File: src/rtl/shb_pkg.sv
// ----------------------------------------------------------------------------
// shb_pkg
// Shared types, codes and fixed widths of the spatial histogram binner.
// ----------------------------------------------------------------------------
`timescale 1ns / 1ps

package shb_pkg;

    // Fixed field widths
    localparam int SIZE_W      = 6;
    localparam int DATA_W      = 32;
    localparam int SLICE_W     = 16;
    // Upper bounds that cover every legal parameter setting
    localparam int CELL_W_MAX  = 8;   // cell index for a grid side up to 256
    localparam int SP_W_MAX    = 4;   // species index for up to 16 species
    localparam int PART_W_MAX  = 12;  // particle index for up to 4096 particles
    localparam int QUEUE_DEPTH = 2;

    typedef enum logic [1:0] {
        FUNC_BIN         = 2'd0,
        FUNC_READ        = 2'd1,
        FUNC_SET_SPECIES = 2'd2,
        FUNC_ADD_NORM    = 2'd3
    } t_func;

    typedef enum logic [1:0] {
        REG_INV_CELL = 2'd0,
        REG_SIZE_X   = 2'd1,
        REG_SIZE_Y   = 2'd2,
        REG_SIZE_Z   = 2'd3
    } t_reg_idx;

    typedef struct packed {
        t_func               func;
        logic signed [31:0]  pos_x;
        logic signed [31:0]  pos_y;
        logic signed [31:0]  pos_z;
        logic [7:0]          particle;
        logic [1:0]          species;
        logic [4:0]          cell_x;
        logic [4:0]          cell_y;
        logic [4:0]          cell_z;
        logic [15:0]         slice_count;
    } t_in_item;

    typedef struct packed {
        logic        status;
        logic [31:0] count;
        logic [31:0] norm_total;
    } t_out_item;

    // Classified request handed from the front to the back
    typedef struct packed {
        t_func                   func;
        logic                    bad;
        logic [SP_W_MAX-1:0]     species;
        logic [PART_W_MAX-1:0]   particle;
        logic [CELL_W_MAX-1:0]   cx;
        logic [CELL_W_MAX-1:0]   cy;
        logic [CELL_W_MAX-1:0]   cz;
        logic [SLICE_W-1:0]      slices;
    } t_cmd;

    typedef enum logic [1:0] {
        FS_IDLE,
        FS_MUL,
        FS_CLS
    } t_front_state;

    typedef enum logic [2:0] {
        BS_CLEAR,
        BS_IDLE,
        BS_MAP,
        BS_RD,
        BS_UPD,
        BS_EXE,
        BS_OUT
    } t_back_state;

endpackage

File: src/rtl/shb_queue.sv
// ----------------------------------------------------------------------------
// shb_queue
// Two-entry command queue between the front and the back.
// ----------------------------------------------------------------------------
`timescale 1ns / 1ps

module shb_queue import shb_pkg::*; (
    input  logic i_clk,
    input  logic i_rst_n,
    input  logic i_push,
    input  t_cmd i_data,
    input  logic i_pop,
    output logic o_full,
    output logic o_empty,
    output t_cmd o_head
);
    t_cmd       r_mem [QUEUE_DEPTH];
    logic       r_wp, r_rp;
    logic [1:0] r_cnt, n_cnt;

    always_comb begin
        n_cnt = r_cnt;
        if (i_push && !i_pop) begin
            n_cnt = r_cnt + 2'd1;
        end else if (i_pop && !i_push) begin
            n_cnt = r_cnt - 2'd1;
        end
    end

    always_ff @(posedge i_clk) begin
        if (!i_rst_n) begin
            r_wp  <= 1'b0;
            r_rp  <= 1'b0;
            r_cnt <= '0;
        end else begin
            if (i_push) r_wp <= ~r_wp;
            if (i_pop)  r_rp <= ~r_rp;
            r_cnt <= n_cnt;
        end
    end

    always_ff @(posedge i_clk) begin
        if (i_push) begin
            r_mem[r_wp] <= i_data;
        end
    end

    assign o_full  = (r_cnt == 2'(QUEUE_DEPTH));
    assign o_empty = (r_cnt == 2'd0);
    assign o_head  = r_mem[r_rp];
endmodule

File: config.mk
export PLATFORM = sky130hd
export DESIGN_NAME = shb_queue
export DESIGN_NICKNAME = d
export VERILOG_FILES = /design/src/rtl/shb_pkg.sv /design/src/rtl/shb_queue.sv
export SDC_FILE = /design/constraint.sdc
export NUM_CORES = 1
export LEC_CHECK = 0
export BUFFER_PORTS_ARGS = -buffer_cell sky130_fd_sc_hd__buf_2
export CELL_PAD_IN_SITES_DETAIL_PLACEMENT = 0
export CELL_PAD_IN_SITES_GLOBAL_PLACEMENT = 1
export CORE_AREA = 2 2 104 106
export CTS_CLUSTER_DIAMETER = 120
export CTS_CLUSTER_SIZE = 10
export DETAILED_ROUTE_END_ITERATION = 8
export DIE_AREA = 0 0 106 108
export PLACE_DENSITY_LB_ADDON = 0.1
export SETUP_SLACK_MARGIN = 0.3
export SYNTH_ARGS = -nofsm -noshare
export SYNTH_HDL_FRONTEND = slang
export SYNTH_SLANG_ARGS = --single-unit
File: constraint.sdc
create_clock -name i_clk -period 6.99 [get_ports i_clk]
set_input_delay 1.0485 -clock i_clk [delete_from_list [all_inputs] [get_ports i_clk]]
set_output_delay 1.0485 -clock i_clk [all_outputs]
set_load 0.05 [all_outputs]
Word-level counts from Yosys, hierarchy flattened
Memory sizes are Yosys's and may differ from the RTL's. A register that Yosys moved wholly into a read port is not among the register bits. Cells that the tools add are included. Widths: inputs -> output; s select.

Input bits: 63. Memory bits (writable): 118. Register bits: 4. Memories kept: 1. Logic and storage cells: 21.

Bitwise operators: 2. $add $sub $neg: 2. Reduce and logical (&&, ||, !) cells: 6. Mux-type cells: 6. Equal/unequal tests: 1.

Memories: r_mem (words 2, bits a word 59, rd ports 1, clocked after Yosys merged registers in 1, wr ports 1, RTL line shb_queue.sv:17) `t_cmd r_mem [QUEUE_DEPTH];`.

Operators with widths (count): $mux 1 (4); $mux 2 (2); $add 2x1->2 const B (1); $eq 2x2->1 const B (1); $logic_and 1x1->1 (2); $logic_not 1->1 (2); $logic_not 2->1 (1); $not 1->1 (2); $reduce_bool 2->1 (1); $sub 2x1->2 const B (1).

Logic depth before layout (Yosys ltp)
Depth after elaboration: 4. Mapped depth: 5. Depth with buffers taken out: 5.

Worst setup path after synthesis
Ideal clock, no wire load.

Kind: input to register. Start: input port i_push. End: memory r_mem[0][0] (netlist bit) (enable). Stages: 1. Arrival time: 3.680 ns. Setup slack: 2.826 ns. Required time: 6.506 ns. Cell sequence: nor2b_1.

Longest elaborated chain between the ends: 2.

Ends and longest elaborated chain: start, declared (RTL line shb_queue.sv:10) `input logic i_push,`; $mux 1 (RTL line shb_queue.sv:43) `if (i_push) begin`; $mux 1 (not written as such) (RTL line shb_queue.sv:44) `r_mem[r_wp] <= i_data;`; end, declared (RTL line shb_queue.sv:17).

Every way passes these cells.

==> flow_metrics.env <==
export IMPL_number_of_nets_still_failing_antenna_checks_after_routing=0
export IMPL_relSlewSlack_pct=48.8
export IMPL_grt_ovfl_total=0
export IMPL_number_of_drc_violations_after_detailed_routing=0
export IMPL_path_class_of_the_lowest_slack_min_delay_path="flip-flop to flip-flop"
export IMPL_post_route_period_util_pct=47.8
export IMPL_die_w_um=106
export IMPL_dr_wl_cell_um=15.6
export IMPL_clock_skew_final_ns=0.00716
export IMPL_final_nets=408
export IMPL_synth_yosys_seq_area_share_pct=80.6
export IMPL_area_delta_synth_final_pct=29.5
export IMPL_antenna_found_initial=0
export IMPL_clk_insertion_delay_late_ns=0.49
export IMPL_worst_slew_pin_slew_ns=0.766
export IMPL_synth_distinct_cells=18
export IMPL_viasPerCell=4.67
export IMPL_fin_setup_tns_ns=0
export IMPL_routed_wire_length_mm=7.67
export IMPL_critical_path_required_ns=5.94
export IMPL_critPathMaxStageDelay_ns=0.63
export IMPL_via_count=2296
export IMPL_number_of_iterations_in_the_first_detailed_routing_pass=4
export IMPL_p_leak_nw=2.24
export IMPL_share_clk_of_total_power_pct=42.1
export IMPL_dp_final_hpwl_mm=4.87
export IMPL_timing_final_hold_violations=0
export IMPL_postCtsSetupRepairBufs=0
export IMPL_ys_seq_elements=123
export IMPL_post_synth_instance_area_mm2=0.00452
export IMPL_clockRootBuffer="clkbuf_8"
export IMPL_cts_resized_gates=0
export IMPL_timing_max_transition_violations_final=0
export IMPL_setup_viol=0
export IMPL_die_height_um=108
export IMPL_grt_pass1_vias=2353
export IMPL_htree_num_levels=4
export IMPL_total_grt_usage_pct=13.7
export IMPL_total_switching_power_uw=498
export IMPL_grt_max_degree=47
export IMPL_powerDensity_mw_per_mm2=337
export IMPL_rsz0062_at_grt="false"
export IMPL_cap_violations=0
export IMPL_total_core_area_mm2=0.0102
export IMPL_cp_slowest_cell="buf_4"
export IMPL_synth_area_leader_cell="edfxtp_1"
export IMPL_port_buffer_count=123
export IMPL_power_share_combinational_pct=14.1
export IMPL_power_ir_vdd_worst_mv=0.186
export IMPL_io_pins=124
export IMPL_critPathMaxFanout=46
export IMPL_worst_hold_margin_ns=0.499
export IMPL_quantity_of_hold_fixing_buffers_added_after_cts=0
export IMPL_floorplan_rows=37
export IMPL_synth_avg_cell_area_um2=21.9
export IMPL_cts_root_to_sink_buffers=2
export IMPL_timing_critical_path_arrival_ns=2.29
export IMPL_dr_first_iter_drc_count=55
export IMPL_layout_min_cycle_time_ns=3.34
export IMPL_worst_setup_path_start_kind="flip-flop"
export IMPL_sw_frac_of_total_pct=25.3
export IMPL_numClockSinks=123
export IMPL_dieArea_mm2=0.0114
export IMPL_cellInternalPower_mw=1.47
export IMPL_synth_top_cells_by_area="edfxtp_1 78%, mux2_2 12%, mux2_4 3.3%"
export IMPL_drive_above_1_share_pct=60.7
export IMPL_critical_path_endpoint_type="output port"
export IMPL_netlist_instances=206
export IMPL_yosysWarnings=0
export IMPL_critical_path_class="flip-flop to output port"
export IMPL_n_antenna_cell=0
export IMPL_worst_setup_hold_path_clk_slew_ns=0.06
export IMPL_synth_fp_nets=270
export IMPL_initial_utilization_pct=44.2
export IMPL_path_cells="buf_4, mux2_2, buf_2"
export IMPL_grt_first_pass_wirelength_mm=11.5
export IMPL_status="finished clean"
export IMPL_post_synth_top_area_fraction_pct=78.4
export IMPL_gpl_final_weighted_congestion=0.727
export IMPL_tritoncts="built"
export IMPL_tritoncts_num_buffers=17
export IMPL_share_seq_of_total_power_pct=43.8
export IMPL_fmax_mhz=299
export IMPL_final_util_pct=57.2
[area by class of cell]
cell class	count	area [um^2]
clock buffer	19	422
fill	847	4380
sequential	123	3640
timing repair buffer	126	638
inverter	1	3.75
tap	136	170
multi-input combinational	75	823
clock inverter	12	150
[layout by cell type (no fill, tap or decap)]
| master | count |
|---|---|
| or3_1 | 1 |
| clkinvlp_4 | 2 |
| xnor2_1 | 1 |
| nor2b_1 | 2 |
| clkbuf_8 | 1 |
| dfxtp_1 | 4 |
| dfxtp_2 | 1 |
| a21boi_1 | 1 |
| and2_2 | 1 |
| edfxtp_1 | 118 |
| o21ai_0 | 1 |
| inv_1 | 1 |
| and2_1 | 3 |
| o21a_1 | 1 |
| xor2_1 | 2 |
| clkinv_4 | 3 |
| bufinv_16 | 3 |
| nor2b_4 | 1 |
| mux2_2 | 49 |
| buf_2 | 123 |
| ha_1 | 1 |
| buf_4 | 3 |
| clkbuf_1 | 2 |
| mux2_4 | 10 |
| clkinv_1 | 1 |
| clkinv_2 | 3 |
| nor2_1 | 1 |
| clkbuf_16 | 16 |
[cell families after synthesis]
logic type / synth area share (%)
buffers and inverters: 1.36
AOI/OAI and AO/OA: 0.443
DFF: 80.6
xor gates and xnor gates: 0.582
adders and majority gates: 0.277
and+or+nand+nor: 1.19
muxes: 15.5
[layer usage]
| metal | share of wire (%) | track usage, % |
|---|---|---|
| met5 | 0 | 0 |
| met4 | 1.9 | 7.33 |
| met3 | 7.8 | 5.91 |
| met2 | 50 | 22.4 |
| met1 | 40 | 15.3 |
[worst paths after layout]
| path | slack [ns] | depth (start not counted) | endpoint | from |
|---|---|---|---|---|
| min | 0.50 | 2 | r_cnt[1] | r_cnt[1] |
| min reg2reg | 0.50 | 2 | r_cnt[1] | r_cnt[1] |
| max reg2reg | 5.07 | 2 | r_mem[1][47] | r_wp |
| max | 3.65 | 3 | o_head[9] | flip-flop |
[power groups by stage]
stage                     sequential [mW]  clock [mW]  combinational (mW)
after floorplan                     0.876           0               0.219
after global placement              0.878           0               0.280
after detailed placement            0.880           0               0.281
after CTS                           0.864       0.847               0.282
after global routing                0.867       0.882               0.293
final                               0.864       0.829               0.278
[sequential cells by signal, indices dropped and copies added (netlist names), named ones only]
register  cells
r_wp          1
r_cnt         2
r_mem       118
r_rp          1
[critical path, delay by kind of cell (launching register included)]
| family | cells | cell delay [ns] |
|---|---|---|
| buf+inv | 2 | 0.84 |
| flops | 1 | 0.52 |
| mux | 1 | 0.42 |
[cell usage after synthesis]
cell type / n
nor2_1: 1
nor2b_1: 3
buf_6: 2
buf_2: 4
buf_8: 1
a21boi_1: 1
and2_1: 4
inv_1: 1
mux2_4: 10
dfxtp_1: 5
mux2_2: 49
or3_1: 1
xnor2_1: 1
o21ai_0: 1
ha_1: 1
xor2_1: 2
edfxtp_1: 118
o21a_1: 1
[stage by stage]
step           power (mW)  setup WS, ns  instance area (um^2)  std cells
5_1_grt              2.04          3.50                  5850        492
6_report             1.97          3.65                  5850        492
2_1_floorplan        1.09          2.83                  4520        206
3_3_place_gp         1.16          4.12                  5280        461
4_1_cts              1.99          3.58                  5850        492
3_5_place_dp         1.16          4.12                  5280        461
Note: power is estimated with default switching activity, not from simulation.
