[src/rtl/shb_pkg.sv]
// ----------------------------------------------------------------------------
// shb_pkg
// Shared types, codes and fixed widths of the spatial histogram binner.
// ----------------------------------------------------------------------------
`timescale 1ns / 1ps

package shb_pkg;

    // Fixed field widths
    localparam int SIZE_W      = 6;
    localparam int DATA_W      = 32;
    localparam int SLICE_W     = 16;
    // Upper bounds that cover every legal parameter setting
    localparam int CELL_W_MAX  = 8;   // cell index for a grid side up to 256
    localparam int SP_W_MAX    = 4;   // species index for up to 16 species
    localparam int PART_W_MAX  = 12;  // particle index for up to 4096 particles
    localparam int QUEUE_DEPTH = 2;

    typedef enum logic [1:0] {
        FUNC_BIN         = 2'd0,
        FUNC_READ        = 2'd1,
        FUNC_SET_SPECIES = 2'd2,
        FUNC_ADD_NORM    = 2'd3
    } t_func;

    typedef enum logic [1:0] {
        REG_INV_CELL = 2'd0,
        REG_SIZE_X   = 2'd1,
        REG_SIZE_Y   = 2'd2,
        REG_SIZE_Z   = 2'd3
    } t_reg_idx;

    typedef struct packed {
        t_func               func;
        logic signed [31:0]  pos_x;
        logic signed [31:0]  pos_y;
        logic signed [31:0]  pos_z;
        logic [7:0]          particle;
        logic [1:0]          species;
        logic [4:0]          cell_x;
        logic [4:0]          cell_y;
        logic [4:0]          cell_z;
        logic [15:0]         slice_count;
    } t_in_item;

    typedef struct packed {
        logic        status;
        logic [31:0] count;
        logic [31:0] norm_total;
    } t_out_item;

    // Classified request handed from the front to the back
    typedef struct packed {
        t_func                   func;
        logic                    bad;
        logic [SP_W_MAX-1:0]     species;
        logic [PART_W_MAX-1:0]   particle;
        logic [CELL_W_MAX-1:0]   cx;
        logic [CELL_W_MAX-1:0]   cy;
        logic [CELL_W_MAX-1:0]   cz;
        logic [SLICE_W-1:0]      slices;
    } t_cmd;

    typedef enum logic [1:0] {
        FS_IDLE,
        FS_MUL,
        FS_CLS
    } t_front_state;

    typedef enum logic [2:0] {
        BS_CLEAR,
        BS_IDLE,
        BS_MAP,
        BS_RD,
        BS_UPD,
        BS_EXE,
        BS_OUT
    } t_back_state;

endpackage

[src/rtl/shb_stream_if.sv]
// ----------------------------------------------------------------------------
// shb_stream_if
// Valid/ready channel carrying one payload item per handshake.
// ----------------------------------------------------------------------------
`timescale 1ns / 1ps

interface shb_stream_if #(
    parameter type T_DATA = logic
);
    logic  valid;
    logic  ready;
    T_DATA data;

    modport source (output valid, output data, input ready);
    modport sink   (input valid, input data, output ready);
endinterface

[src/rtl/shb_front.sv]
// ----------------------------------------------------------------------------
// shb_front
// Accept an item, scale its position per axis and classify it into a command.
// ----------------------------------------------------------------------------
`timescale 1ns / 1ps

module shb_front import shb_pkg::*; #(
    parameter int GRID_SIDE     = 32,
    parameter int SPECIES_MAX   = 4,
    parameter int PARTICLES_MAX = 256
) (
    input  logic               i_clk,
    input  logic               i_rst_n,
    shb_stream_if.sink         i_req,
    input  logic [DATA_W-1:0]  i_inv_cell,
    input  logic [SIZE_W-1:0]  i_size_x,
    input  logic [SIZE_W-1:0]  i_size_y,
    input  logic [SIZE_W-1:0]  i_size_z,
    input  logic               i_hold,
    input  logic               i_full,
    output logic               o_push,
    output t_cmd               o_cmd
);
    typedef struct packed {
        logic                  ok;
        logic [CELL_W_MAX-1:0] idx;
    } t_axis;

    t_front_state r_state, n_state;
    t_in_item     r_in;
    logic [2:0][63:0] r_prod, n_prod;
    logic [2:0]       r_neg, n_neg;
    logic [2:0][31:0] v_pos;
    logic [2:0][31:0] v_mag;
    logic [2:0][5:0]  v_eff;
    t_axis [2:0]      v_axis;
    logic             v_accept;

    function automatic logic [SIZE_W-1:0] eff_size(input logic [SIZE_W-1:0] s);
        return (32'(s) > 32'(GRID_SIDE)) ? SIZE_W'(GRID_SIDE) : s;
    endfunction

    // Cell index on one axis; ok drops when it falls outside [0, size)
    function automatic t_axis axis_cell(input logic [63:0] prod, input logic neg,
                                        input logic [SIZE_W-1:0] eff);
        logic [SIZE_W-1:0] half;
        logic [32:0]       up;
        logic [32:0]       sum;
        t_axis             res;
        half = eff >> 1;
        up   = {1'b0, prod[63:32]} + 33'(prod[31:0] != 32'd0);
        sum  = {1'b0, prod[63:32]} + 33'(half);
        if (neg) begin
            res.ok  = (eff != '0) && (up <= 33'(half));
            res.idx = CELL_W_MAX'(half - up[SIZE_W-1:0]);
        end else begin
            res.ok  = sum < 33'(eff);
            res.idx = CELL_W_MAX'(sum[SIZE_W-1:0]);
        end
        return res;
    endfunction

    assign v_accept = i_req.valid && i_req.ready;

    // Next state
    always_comb begin
        n_state = r_state;
        unique case (r_state)
            FS_IDLE: if (v_accept) n_state = FS_MUL;
            FS_MUL:  n_state = FS_CLS;
            FS_CLS:  if (!i_full) n_state = FS_IDLE;
            default: n_state = FS_IDLE;
        endcase
    end

    // State outputs
    always_comb begin
        i_req.ready = 1'b0;
        o_push      = 1'b0;
        unique case (r_state)
            FS_IDLE: i_req.ready = !i_hold;
            FS_MUL:  ;
            FS_CLS:  o_push = !i_full;
            default: ;
        endcase
    end

    // Scale each axis by the reciprocal cell size
    always_comb begin
        v_pos[0] = r_in.pos_x;
        v_pos[1] = r_in.pos_y;
        v_pos[2] = r_in.pos_z;
        for (int a = 0; a < 3; a++) begin
            n_neg[a]  = v_pos[a][31];
            v_mag[a]  = v_pos[a][31] ? (32'd0 - v_pos[a]) : v_pos[a];
            n_prod[a] = 64'(v_mag[a]) * 64'(i_inv_cell);
        end
    end

    // Classify
    always_comb begin
        v_eff[0] = eff_size(i_size_x);
        v_eff[1] = eff_size(i_size_y);
        v_eff[2] = eff_size(i_size_z);
        for (int a = 0; a < 3; a++) begin
            v_axis[a] = axis_cell(r_prod[a], r_neg[a], v_eff[a]);
        end
        o_cmd.func     = r_in.func;
        o_cmd.species  = SP_W_MAX'(r_in.species);
        o_cmd.particle = PART_W_MAX'(r_in.particle);
        o_cmd.slices   = r_in.slice_count;
        o_cmd.cx       = CELL_W_MAX'(r_in.cell_x);
        o_cmd.cy       = CELL_W_MAX'(r_in.cell_y);
        o_cmd.cz       = CELL_W_MAX'(r_in.cell_z);
        o_cmd.bad      = 1'b0;
        case (r_in.func)
            FUNC_BIN: begin
                o_cmd.cx  = v_axis[0].idx;
                o_cmd.cy  = v_axis[1].idx;
                o_cmd.cz  = v_axis[2].idx;
                o_cmd.bad = (32'(r_in.particle) >= 32'(PARTICLES_MAX)) ||
                            !v_axis[0].ok || !v_axis[1].ok || !v_axis[2].ok;
            end
            FUNC_READ: begin
                o_cmd.bad = (32'(r_in.species) >= 32'(SPECIES_MAX)) ||
                            (32'(r_in.cell_x) >= 32'(GRID_SIDE)) ||
                            (32'(r_in.cell_y) >= 32'(GRID_SIDE)) ||
                            (32'(r_in.cell_z) >= 32'(GRID_SIDE));
            end
            FUNC_SET_SPECIES: begin
                o_cmd.bad = (32'(r_in.particle) >= 32'(PARTICLES_MAX)) ||
                            (32'(r_in.species) >= 32'(SPECIES_MAX));
            end
            default: o_cmd.bad = 1'b0;
        endcase
    end

    always_ff @(posedge i_clk) begin
        if (!i_rst_n) begin
            r_state <= FS_IDLE;
        end else begin
            r_state <= n_state;
        end
    end

    always_ff @(posedge i_clk) begin
        if (v_accept) begin
            r_in <= i_req.data;
        end
        if (r_state == FS_MUL) begin
            r_prod <= n_prod;
            r_neg  <= n_neg;
        end
    end
endmodule

[src/flat_wrapper.sv]
// flat-port wrapper written by rule: the top's interface ports become plain ports
module shb_front_flat import shb_pkg::*;
#(
    parameter int GRID_SIDE     = 32,
    parameter int SPECIES_MAX   = 4,
    parameter int PARTICLES_MAX = 256
)
  (i_clk, i_rst_n, i_inv_cell, i_size_x, i_size_y, i_size_z, i_hold, i_full, o_push, o_cmd, i_req_valid, i_req_data, i_req_ready);
  shb_stream_if i_req_i ();
  input  logic i_clk;
  input  logic i_rst_n;
  input  logic [DATA_W-1:0] i_inv_cell;
  input  logic [SIZE_W-1:0] i_size_x;
  input  logic [SIZE_W-1:0] i_size_y;
  input  logic [SIZE_W-1:0] i_size_z;
  input  logic i_hold;
  input  logic i_full;
  output logic o_push;
  output t_cmd o_cmd;
  input wire logic [$bits(i_req_i.valid)-1:0] i_req_valid;
  input wire logic [$bits(i_req_i.data)-1:0] i_req_data;
  output wire logic [$bits(i_req_i.ready)-1:0] i_req_ready;
  assign i_req_i.valid = i_req_valid;
  assign i_req_i.data = i_req_data;
  assign i_req_ready = i_req_i.ready;
  shb_front #(.GRID_SIDE(GRID_SIDE), .SPECIES_MAX(SPECIES_MAX), .PARTICLES_MAX(PARTICLES_MAX)) u_core (.i_clk(i_clk), .i_rst_n(i_rst_n), .i_req(i_req_i), .i_inv_cell(i_inv_cell), .i_size_x(i_size_x), .i_size_y(i_size_y), .i_size_z(i_size_z), .i_hold(i_hold), .i_full(i_full), .o_push(o_push), .o_cmd(o_cmd));
endmodule
[config.mk]
export PLATFORM = sky130hd
export DESIGN_NAME = shb_front_flat
export DESIGN_NICKNAME = d
export VERILOG_FILES = /design/src/rtl/shb_pkg.sv /design/src/rtl/shb_stream_if.sv /design/src/rtl/shb_front.sv /design/src/flat_wrapper.sv
export SDC_FILE = /design/constraint.sdc
export NUM_CORES = 1
export LEC_CHECK = 0
export BUFFER_PORTS_ARGS = -buffer_cell sky130_fd_sc_hd__buf_2
export CAP_MARGIN = 20
export CELL_PAD_IN_SITES_DETAIL_PLACEMENT = 0
export CELL_PAD_IN_SITES_GLOBAL_PLACEMENT = 1
export CORE_MARGIN = 8
export CORE_UTILIZATION = 15
export DETAILED_ROUTE_END_ITERATION = 12
export PLACE_DENSITY_LB_ADDON = 0.25
export SYNTH_ARGS = -nofsm -noshare
export SYNTH_HDL_FRONTEND = slang
export SYNTH_SLANG_ARGS = --single-unit
[constraint.sdc]
create_clock -name i_clk -period 1.6 [get_ports i_clk]
set_input_delay 0.32 -clock i_clk [delete_from_list [all_inputs] [get_ports i_clk]]
set_output_delay 0.32 -clock i_clk [all_outputs]
set_load 0.1 [all_outputs]
* Word level (Yosys, flattened, before mapping)
Cells that the tools add are included.
** Word-level totals
- Flip-flop bits (word level) :: 3
- Bits of input ports :: 56
- Output and inout port bits :: 61
- Word-level logic and storage cells :: 30
** Cells by class
- Order comparisons :: 6
- Eq/ne operators :: 4
- Multiplexer cells :: 8
- Reduce and logical (&&, ||, !) cells :: 10
** Operators with widths (number)
- > comparator 6 bit, second input constant :: 3
- less-than comparator 5 x 6 -> 1 bit :: 3
- 2-to-1 mux 6 bit :: 3
- case mux 2 bit (3 select lines) :: 1
- logical NOT 1 bit :: 5
- 2-to-1 mux 2 bit :: 2
- equality test 2 x 1 -> 1 bit, second input constant :: 1
- equality test 2 bit, second input constant :: 1
- logical NOT 2 bit :: 1
- logical OR 1 bit :: 2
- 2-to-1 mux 1 bit :: 2
- inequality test 2 x 1 -> 1 bit, second input constant :: 1
- inequality test 2 bit, second input constant :: 1
- AND reduction 2 bit :: 1
- logical AND 1 bit :: 1

* Longest topological paths before layout
Gate-level depths: netlist of the first run.
- Depth after elaboration :: 6
- Gate-level depth with buffers :: 7
- Mapped depth without buffers :: 7

* Worst setup path after synthesis of the first run
Ideal clock, no wire load.
- Path kind :: input to output
- From :: in i_size_x[5]
- To :: out o_cmd[56] (netlist name)
- Arrival :: 3.831 ns
- Required time :: 1.280 ns
- Slack :: -2.551 ns
- Stages :: 7
- Buffers on the path :: 0
- Path through :: nand2b_1 > inv_1 > ha_1 > o21ai_0 > o21bai_1 > a21oi_1 > o311ai_1
** RTL lines
- from (decl) :: RTL line flat_wrapper.sv:13 : input logic [SIZE_W-1:0] i_size_x;
- to (decl) :: RTL line flat_wrapper.sv:19 : output t_cmd o_cmd;

==> run_results.csv, run 1 <==
group,metric,value,unit
die,rows,26,
die,die_w,88.3,um
timing,finalCritPeriodShare,1.22,
logic_synthesis,synthFlopType,"dfxtp_1",
timing,fmax,0.510,GHz
worst_setup_path,critPathMaxFanout,5,
final_layout,register_area,71.3,um^2
timing,holdWs,290,ps
die,fp.dieH,88.3,um
final_layout,antennaDiodeCount,0,
worst_setup_path,worstSetupEndpointType,"output port",
worst_hold_path,hold_class,"in -> reg",
clocking,cts_sinks,3,
final_layout,area_growth,96.6,%
outcome,violations,"negative setup slack",
detailed_routing,drtIter0Drc,3,
final_layout,fin_cells,236,
global_route,overflow,0,
timing,period_minus_slack,1960,ps
logic_synthesis,async_flop_share,0,
worst_setup_path,path_cells,"buf_8 > nand2b_4 > ha_4 > o21ai_2 > o21bai_1 > a21oi_2 > o311ai_4 > buf_12",
clocking,numCtsBuffers,3,
run,maxCapViolCount,0,
logic_synthesis,yosys_warnings,0,
detailed_routing,vias_per_cell,3.14,
global_route,grt_start_max_net_pins,7,
clocking,cts_root_buffer,"clkbuf_8",
logic_synthesis,synth.top_cells.by_area,"buf_4, ha_1, nand2b_1, inv_1, dfxtp_1",
detailed_routing,wirelength,2330,um
global_route,met1_usage,0.0660,
detailed_routing,drt_pass1_iterations,2,
die,die-area,7790,um^2
place,dp_cells,231,
worst_setup_path,cp.arrival,1640,ps
timing,timing_hold_violations_final,0,
detailed_routing,vias,740,
clocking,htreeDepth,1,
clocking,clock_path_buffers,2,
outcome,outcome,"complete, but fails checks",
timing,drv_slew,0,
global_route,grt_most_used_layer,"met2",
power_and_ir_drop,p_leak,0.824,nW
detailed_routing,drc,0,
clocking,cts_tree,"done",
detailed_routing,wl_per_cell,9.88,um
timing,layout_setup_ws,-359,ps
die,core_area,5070,um^2
final_layout,final.fill_count,566,
logic_synthesis,ys_seq_area_frac,0.0895,
timing,finalSetupViolCount,1,
worst_setup_path,slowest_delay,270,ps
logic_synthesis,yosysTopAreaCell,"buf_4",
global_route,use_met3,0.0288,
global_route,antenna_found_initial,0,
logic_synthesis,syn_inst,105,
timing,rsz0062_at_grt,"yes",
logic_synthesis,synth_seq_cells,3,
clocking,clk-insertion-delay-late,210,ps
detailed_routing,antenna_left,0,
worst_setup_path,required,1280,ps
timing,skew,3.42,ps
die,start_util,0.154,
die,io_pins,117,
global_route,grt_pass1_wl,3420,um
worst_setup_path,start_kind,"input port",
clocking,clk_pin_slew,30,ps
logic_synthesis,syn_area_per_cell,7.46,um^2
power_and_ir_drop,powerDensity,820,nW/um^2
power_and_ir_drop,ir_drop,253,uV
final_layout,final_cell_mix,"conb_1, buf_2, buf_4",
logic_synthesis,synth_top_area_frac,0.403,
logic_synthesis,yosysUniqueCellTypes,24,
global_route,gr-usage-met2,0.0781,
worst_setup_path,worst_path_max_delay_cell,"ha_4",
global_route,grt_pass1_vias,783,
logic_synthesis,syn_area,783,um^2
place,gp_congestion,0.648,
place,port_buffers,42,
final_layout,drive_above_1_share,0.530,
place,hpwl,2090,um
global_route,grt_usage,0.0540,
worst_setup_path,criticalPathCategory,"in -> out",
power_and_ir_drop,p_total,1.26,mW
final_layout,nets,232,
final_layout,multi_input_area,662,um^2
final_layout,final_common_cell,"conb_1",
clocking,hold_buffers,0,
logic_synthesis,synth-edff-count,1,
-- logic make-up (layout without fill, tap and decap cells) --
kind of cell / Yosys count / in the layout / share of synthesized area
buf+inv: 56 / 76 / 0.470
simple gates: 25 / 25 / 0.201
compound gates: 10 / 10 / 0.0783
fa+ha+maj: 9 / 9 / 0.144
flops: 3 / 3 / 0.0895
other cells: 1 / 42 / 0.00479
mux: 1 / 1 / 0.0128
-- stage by stage --
step	setup WS, ps	setup TNS (ps)	util	area (um^2)
2_1_floorplan	-1150	-1210	-	983
3_3_place_gp	-615	-615	0.265	1350
3_5_place_dp	-615	-615	0.265	1350
4_1_cts	-380	-380	0.293	1490
5_1_grt	-436	-436	0.304	1540
6_report	-359	-359	0.304	1540
-- final timing paths --
path	startpoint	end	slack (ps)	cells after the start
hold reg to reg	u_core.r_state[1]	u_core.r_state[1]	620	2
setup reg to reg	u_core.r_state[0]	u_core.o_cmd[0]	580	2
setup / recovery	i_size_x[5]	o_cmd[56]	-360	8
hold / removal	i_req_data	u_core.o_cmd[0]	290	1
-- Yosys cell counts (2+ instances only) --
cell type  count
buf_4         42
inv_1         11
ha_1           9
nand2b_1       9
o21ai_0        5
nor2_1         4
clkbuf_1       3
and2_1         2
dfxtp_1        2
nor2b_1        2
nor3b_1        2
o211ai_1       2
-- power breakdown --
part | switching, mW | internal [mW]
sequential | 0.00385 | 0.0830
clock | 0.0485 | 0.170
combinational | 0.739 | 0.218
total | 0.792 | 0.471
-- per-layer routing --
layer / up-vias / wire, um
met5: - / 0
met4: 0 / 4
met3: 2 / 375
met2: 51 / 1040
met1: 313 / 907
li1: 374 / -
-- worst max-delay path: cells and delay by family --
kind / cells / cell delay (ps)
adder cells (fa/ha/maj): 1 / 270
AND/OR/NAND/NOR: 1 / 150
buffers and inverters: 2 / 320
AO/OA/AOI/OAI: 4 / 570
-- area by class of cell --
type                    count  area share
repair buffers             61       0.411
flip-flops and latches      3      0.0463
well taps                  70      0.0569
multi-input cells          87       0.430
inverters                  11      0.0268
clock buffers               4      0.0292
-- repair_timing --
item,4_1_cts,5_1_grt
buffers inserted,1,0
pin swaps,9,11
endpoints found under the setup margin,1,1
gates resized for setup,21,11
-- registers in the layout, indices dropped and copies added, names as in the netlist --
signal / count
u_core.o_cmd: 1
u_core.r_state: 2
Note: power is estimated with default switching activity, not from simulation.
==> run 2, diff against run 1 <==
Settings changed: PLACE_DENSITY set to 0.74, PLACE_DENSITY_LB_ADDON 0.25 to unset.
==> run_results.csv, run 2 (same netlist as run 1, synthesis figures left out) <==
group,metric,value,unit
detailed_routing,antenna_left,0,
global_route,overflow,0,
clocking,cts_root_buffer,"clkbuf_8",
timing,period_minus_slack,1970,ps
power_and_ir_drop,p_leak,0.815,nW
worst_setup_path,path_cells,"buf_8 > nand2b_4 > ha_4 > o21ai_2 > o21bai_1 > a21oi_2 > o311ai_4 > buf_12",
power_and_ir_drop,combPwrFrac,0.761,
power_and_ir_drop,p_switching,0.788,mW
worst_setup_path,rr_worst_depth,2,
power_and_ir_drop,p_total,1.26,mW
global_route,antenna_found_initial,0,
detailed_routing,drc,0,
worst_setup_path,rrSetupSlack,590,ps
worst_setup_path,criticalPathCategory,"in -> out",
worst_hold_path,min_to,"u_core.o_cmd[0]",
place,hpwl,2140,um
detailed_routing,wirelength,2380,um
timing,rsz0062_at_grt,"yes",
worst_setup_path,start_kind,"input port",
detailed_routing,wl_per_cell,10.0,um
global_route,grt_start_max_net_pins,6,
worst_setup_path,required,1280,ps
final_layout,register_area,71.3,um^2
worst_hold_path,holdPathStages,1,
place,port_buffers,42,
outcome,outcome,"complete, but fails checks",
outcome,violations,"negative setup slack",
global_route,grt_usage,0.0555,
worst_setup_path,path_buf_inv,2,
final_layout,final_cell_mix,"conb_1, buf_2, buf_4",
die,rows,26,
power_and_ir_drop,p_int,0.468,mW
timing,timing_hold_violations_final,0,
timing,skew,0.483,ps
worst_setup_path,critPathMaxFanout,4,
final_layout,final.fill_count,539,
timing,drv_slew,0,
die,io_pins,117,
detailed_routing,drtIter0Drc,4,
clocking,htreeDepth,1,
clocking,clk_pin_slew,30,ps
die,fp.dieH,88.3,um
worst_setup_path,rr_endpoint,"u_core.o_cmd[0]",
worst_setup_path,worstSetupEndpointType,"output port",
clocking,cts_tree,"done",
run,maxCapViolCount,0,
worst_hold_path,hold_class,"in -> reg",
final_layout,nets,233,
detailed_routing,drt_pass1_iterations,2,
worst_setup_path,slowest_delay,270,ps
clocking,cts_sinks,3,
die,core_area,5070,um^2
timing,finalSetupViolCount,1,
clocking,hold_buffers,0,
worst_setup_path,worst_path_max_delay_cell,"ha_4",
final_layout,top_register,"u_core.r_state",
timing,holdWs,290,ps
place,gp_congestion,0.679,
worst_setup_path,cp_top_family,"compound AO/OA/AOI/OAI gates",
global_route,grt_pass1_vias,810,
die,start_util,0.154,
power_and_ir_drop,powerDensity,824,nW/um^2
power_and_ir_drop,ir_drop,255,uV
die,die_w,88.3,um
timing,fmax,0.507,GHz
final_layout,multi_input_area,649,um^2
detailed_routing,vias_per_cell,3.13,
timing,finalCritPeriodShare,1.23,
final_layout,antennaDiodeCount,0,
clocking,numCtsBuffers,3,
power_and_ir_drop,swShare,0.628,
detailed_routing,vias,741,
worst_setup_path,r2r-start,"u_core.r_state[1]",
final_layout,drive_above_1_share,0.533,
power_and_ir_drop,seqPwrFrac,0.069,
final_layout,final_common_cell,"conb_1",
die,die-area,7790,um^2
power_and_ir_drop,clock_power_share,0.170,
clocking,clock_path_buffers,2,
clocking,clk-insertion-delay-late,210,ps
worst_setup_path,cp.arrival,1650,ps
final_layout,largest_reg_flops,2,
worst_hold_path,worstHoldStart,"i_req_data",
global_route,grt_pass1_wl,3460,um
timing,layout_setup_ws,-373,ps
final_layout,area_growth,94.7,%
## run 2: changes by cell type in the layout (fill, tap and decap cells not counted), sizes merged
| cell | previous run | this run |
|---|---|---|
| buf | 61 | 62 |
## run 2: worst max path at each step
stage                           start   endpoint  slack [ps]  depth (start not counted)
after floorplan           i_size_x[5]  o_cmd[56]       -1150                          7
after global placement    i_size_x[5]  o_cmd[56]        -500                          9
after detailed placement  i_size_x[5]  o_cmd[56]        -530                          9
after CTS                 i_size_x[5]  o_cmd[56]        -450                          9
after global routing      i_size_x[5]  o_cmd[56]        -420                          8
final                     i_size_x[5]  o_cmd[56]        -370                          8
## run 2: cell type report
| type | count | share of cell area |
|---|---|---|
| clock buffer | 4 | 0.0295 |
| timing repair buffer | 62 | 0.412 |
| multi-input combinational | 87 | 0.426 |
| sequential | 3 | 0.0468 |
| inverter | 11 | 0.0287 |
| tap | 70 | 0.0574 |
## run 2: through the flow
stage | setup slack, ps | instances | TNS, ps | utilization | instance area (um^2)
floorplan | -1150 | 146 | -1210 | - | 983
global placement | -499 | 230 | -499 | 0.264 | 1340
detailed placement | -533 | 230 | -533 | 0.264 | 1340
CTS | -450 | 236 | -450 | 0.287 | 1460
global route | -419 | 237 | -419 | 0.301 | 1530
finish | -373 | 237 | -373 | 0.301 | 1530
## run 2: worst reg2reg max path, delay by kind of cell, from the launching register on
kind	cells	cell delay (ps)
flip-flops	1	330
AND/OR/NAND/NOR	2	400
## run 2: per-layer routing
metal | vias to the layer above | GRT usage | share of wire
li1 | 376 | - | -
met5 | - | 0 | 0
met3 | 0 | 0.0232 | 0.14
met1 | 319 | 0.0554 | 0.35
met2 | 46 | 0.103 | 0.51
met4 | 0 | 0.0138 | 0
## run 2: what timing repair did
item | 4_1_cts | 5_1_grt
endpoints found under the setup margin | 1 | 1
pin swaps | 4 | 9
buffers inserted | 2 | 1
gates resized for setup | 10 | 17
## run 2: power by group through the flow
stage	clock network [mW]	logic (mW)	registers, mW
floorplan	0	0.777	0.0953
global placement	0	0.903	0.0876
detailed placement	0	0.907	0.0876
CTS	0.221	0.930	0.0866
global route	0.230	0.991	0.0869
finish	0.214	0.956	0.0866
==> run 3, diff against run 2 <==
Settings changed: TNS_END_PERCENT set to 30.
==> run_results.csv, run 3 (same netlist as run 1, synthesis figures left out) <==
group,metric,value,unit
timing,period_minus_slack,1980,ps
final_layout,area_growth,94.7,%
place,gp_congestion,0.739,
worst_setup_path,required,1280,ps
worst_setup_path,start_kind,"input port",
timing,layout_setup_ws,-378,ps
worst_setup_path,cp.arrival,1660,ps
detailed_routing,drt_pass1_iterations,3,
clocking,cts_tree,"done",
worst_setup_path,critPathMaxFanout,5,
timing,drv_slew,0,
detailed_routing,drtIter0Drc,5,
final_layout,largest_reg_flops,2,
timing,skew,1.45,ps
die,io_pins,117,
clocking,numCtsBuffers,3,
timing,fmax,0.505,GHz
worst_hold_path,hold_class,"in -> reg",
power_and_ir_drop,p_leak,0.827,nW
global_route,grt_usage,0.0611,
place,hpwl,2200,um
clocking,clk_pin_slew,30,ps
detailed_routing,antenna_left,0,
final_layout,final_common_cell,"conb_1",
detailed_routing,vias,756,
clocking,hold_buffers,0,
power_and_ir_drop,ir_drop,267,uV
global_route,grt_start_max_net_pins,6,
final_layout,top_register,"u_core.r_state",
outcome,outcome,"complete, but fails checks",
place,port_buffers,42,
die,rows,26,
place,placed_area,1340,um^2
die,die-area,7790,um^2
timing,rsz0062_at_grt,"yes",
worst_setup_path,worstSetupEndpointType,"output port",
clocking,clock_path_buffers,2,
worst_setup_path,rrSetupSlack,580,ps
clocking,cts_root_buffer,"clkbuf_8",
timing,finalSetupViolCount,1,
worst_setup_path,criticalPathCategory,"in -> out",
clocking,htreeDepth,1,
power_and_ir_drop,powerDensity,829,nW/um^2
detailed_routing,wirelength,2520,um
final_layout,final_cell_mix,"conb_1, buf_2, buf_4",
timing,timing_hold_violations_final,0,
detailed_routing,vias_per_cell,3.18,
die,die_w,88.3,um
outcome,violations,"negative setup slack",
final_layout,stdcell_area,1530,um^2
global_route,antenna_found_initial,0,
clocking,clk-insertion-delay-late,220,ps
global_route,overflow,0,
detailed_routing,wl_per_cell,10.6,um
final_layout,nets,234,
die,core_area,5070,um^2
die,start_util,0.154,
final_layout,antennaDiodeCount,0,
timing,finalCritPeriodShare,1.24,
power_and_ir_drop,p_total,1.26,mW
detailed_routing,drc,0,
final_layout,drive_above_1_share,0.530,
die,fp.dieH,88.3,um
clocking,cts_sinks,3,
global_route,grt_pass1_wl,3700,um
global_route,grt_pass1_vias,808,
run,maxCapViolCount,0,
[run 3: where the power goes]
group	total [mW]	leakage [nW]	internal (mW)	switching, mW
Combinational	0.957	0.778	0.217	0.740
Clock	0.221	0.0228	0.170	0.0507
Sequential	0.0864	0.0261	0.0830	0.00340
[run 3: cell type report]
type,count,area [um^2]
clock buffers,4,45.0
fillers,566,3550
inverters,11,41.3
multi-input cells,87,644
flip-flops and latches,3,71.3
well taps,70,87.6
repair buffers,63,636
[run 3: metal layers]
metal	GRT usage	wire length, um	up-vias
li1	-	-	376
met1	0.0617	891	331
met2	0.113	1310	47
met3	0.0176	296	2
met4	0.0276	22	0
met5	0	0	-
[run 3: worst max-delay path, stage by stage]
cell      delay [ps]
buf_8             80
nand2b_4         140
inv_2             50
ha_4             250
o21ai_2           50
o21bai_1         140
a21oi_2           90
o311ai_4         320
buf_12           210
[run 3: path summary, 6_finish.rpt]
kind | to | from | cells after the start
hold reg to reg | u_core.r_state[1] | u_core.r_state[1] | 2
setup / recovery | o_cmd[56] | i_size_x[5] | 9
hold / removal | u_core.o_cmd[0] | i_req_data | 1
setup reg to reg | u_core.o_cmd[0] | u_core.r_state[1] | 2
[run 3: timing repair]
item / CTS / global route
pin swaps: 7 / 4
resized for setup: 25 / 3
endpoints found under the setup margin: 1 / 1
setup buffers: 1 / 0
hold endpoints to repair: 0 / 0
[run 3: through the flow]
step | std cells | util | setup WS (ps) | setup TNS, ps | hold slack [ps]
floorplan | 146 | - | -1150 | -1510 | 419
global placement | 233 | 0.264 | -610 | -610 | 497
detailed placement | 233 | 0.264 | -680 | -680 | 506
CTS | 238 | 0.298 | -408 | -408 | 280
global route | 238 | 0.301 | -465 | -465 | 291
finish | 238 | 0.301 | -378 | -378 | 283
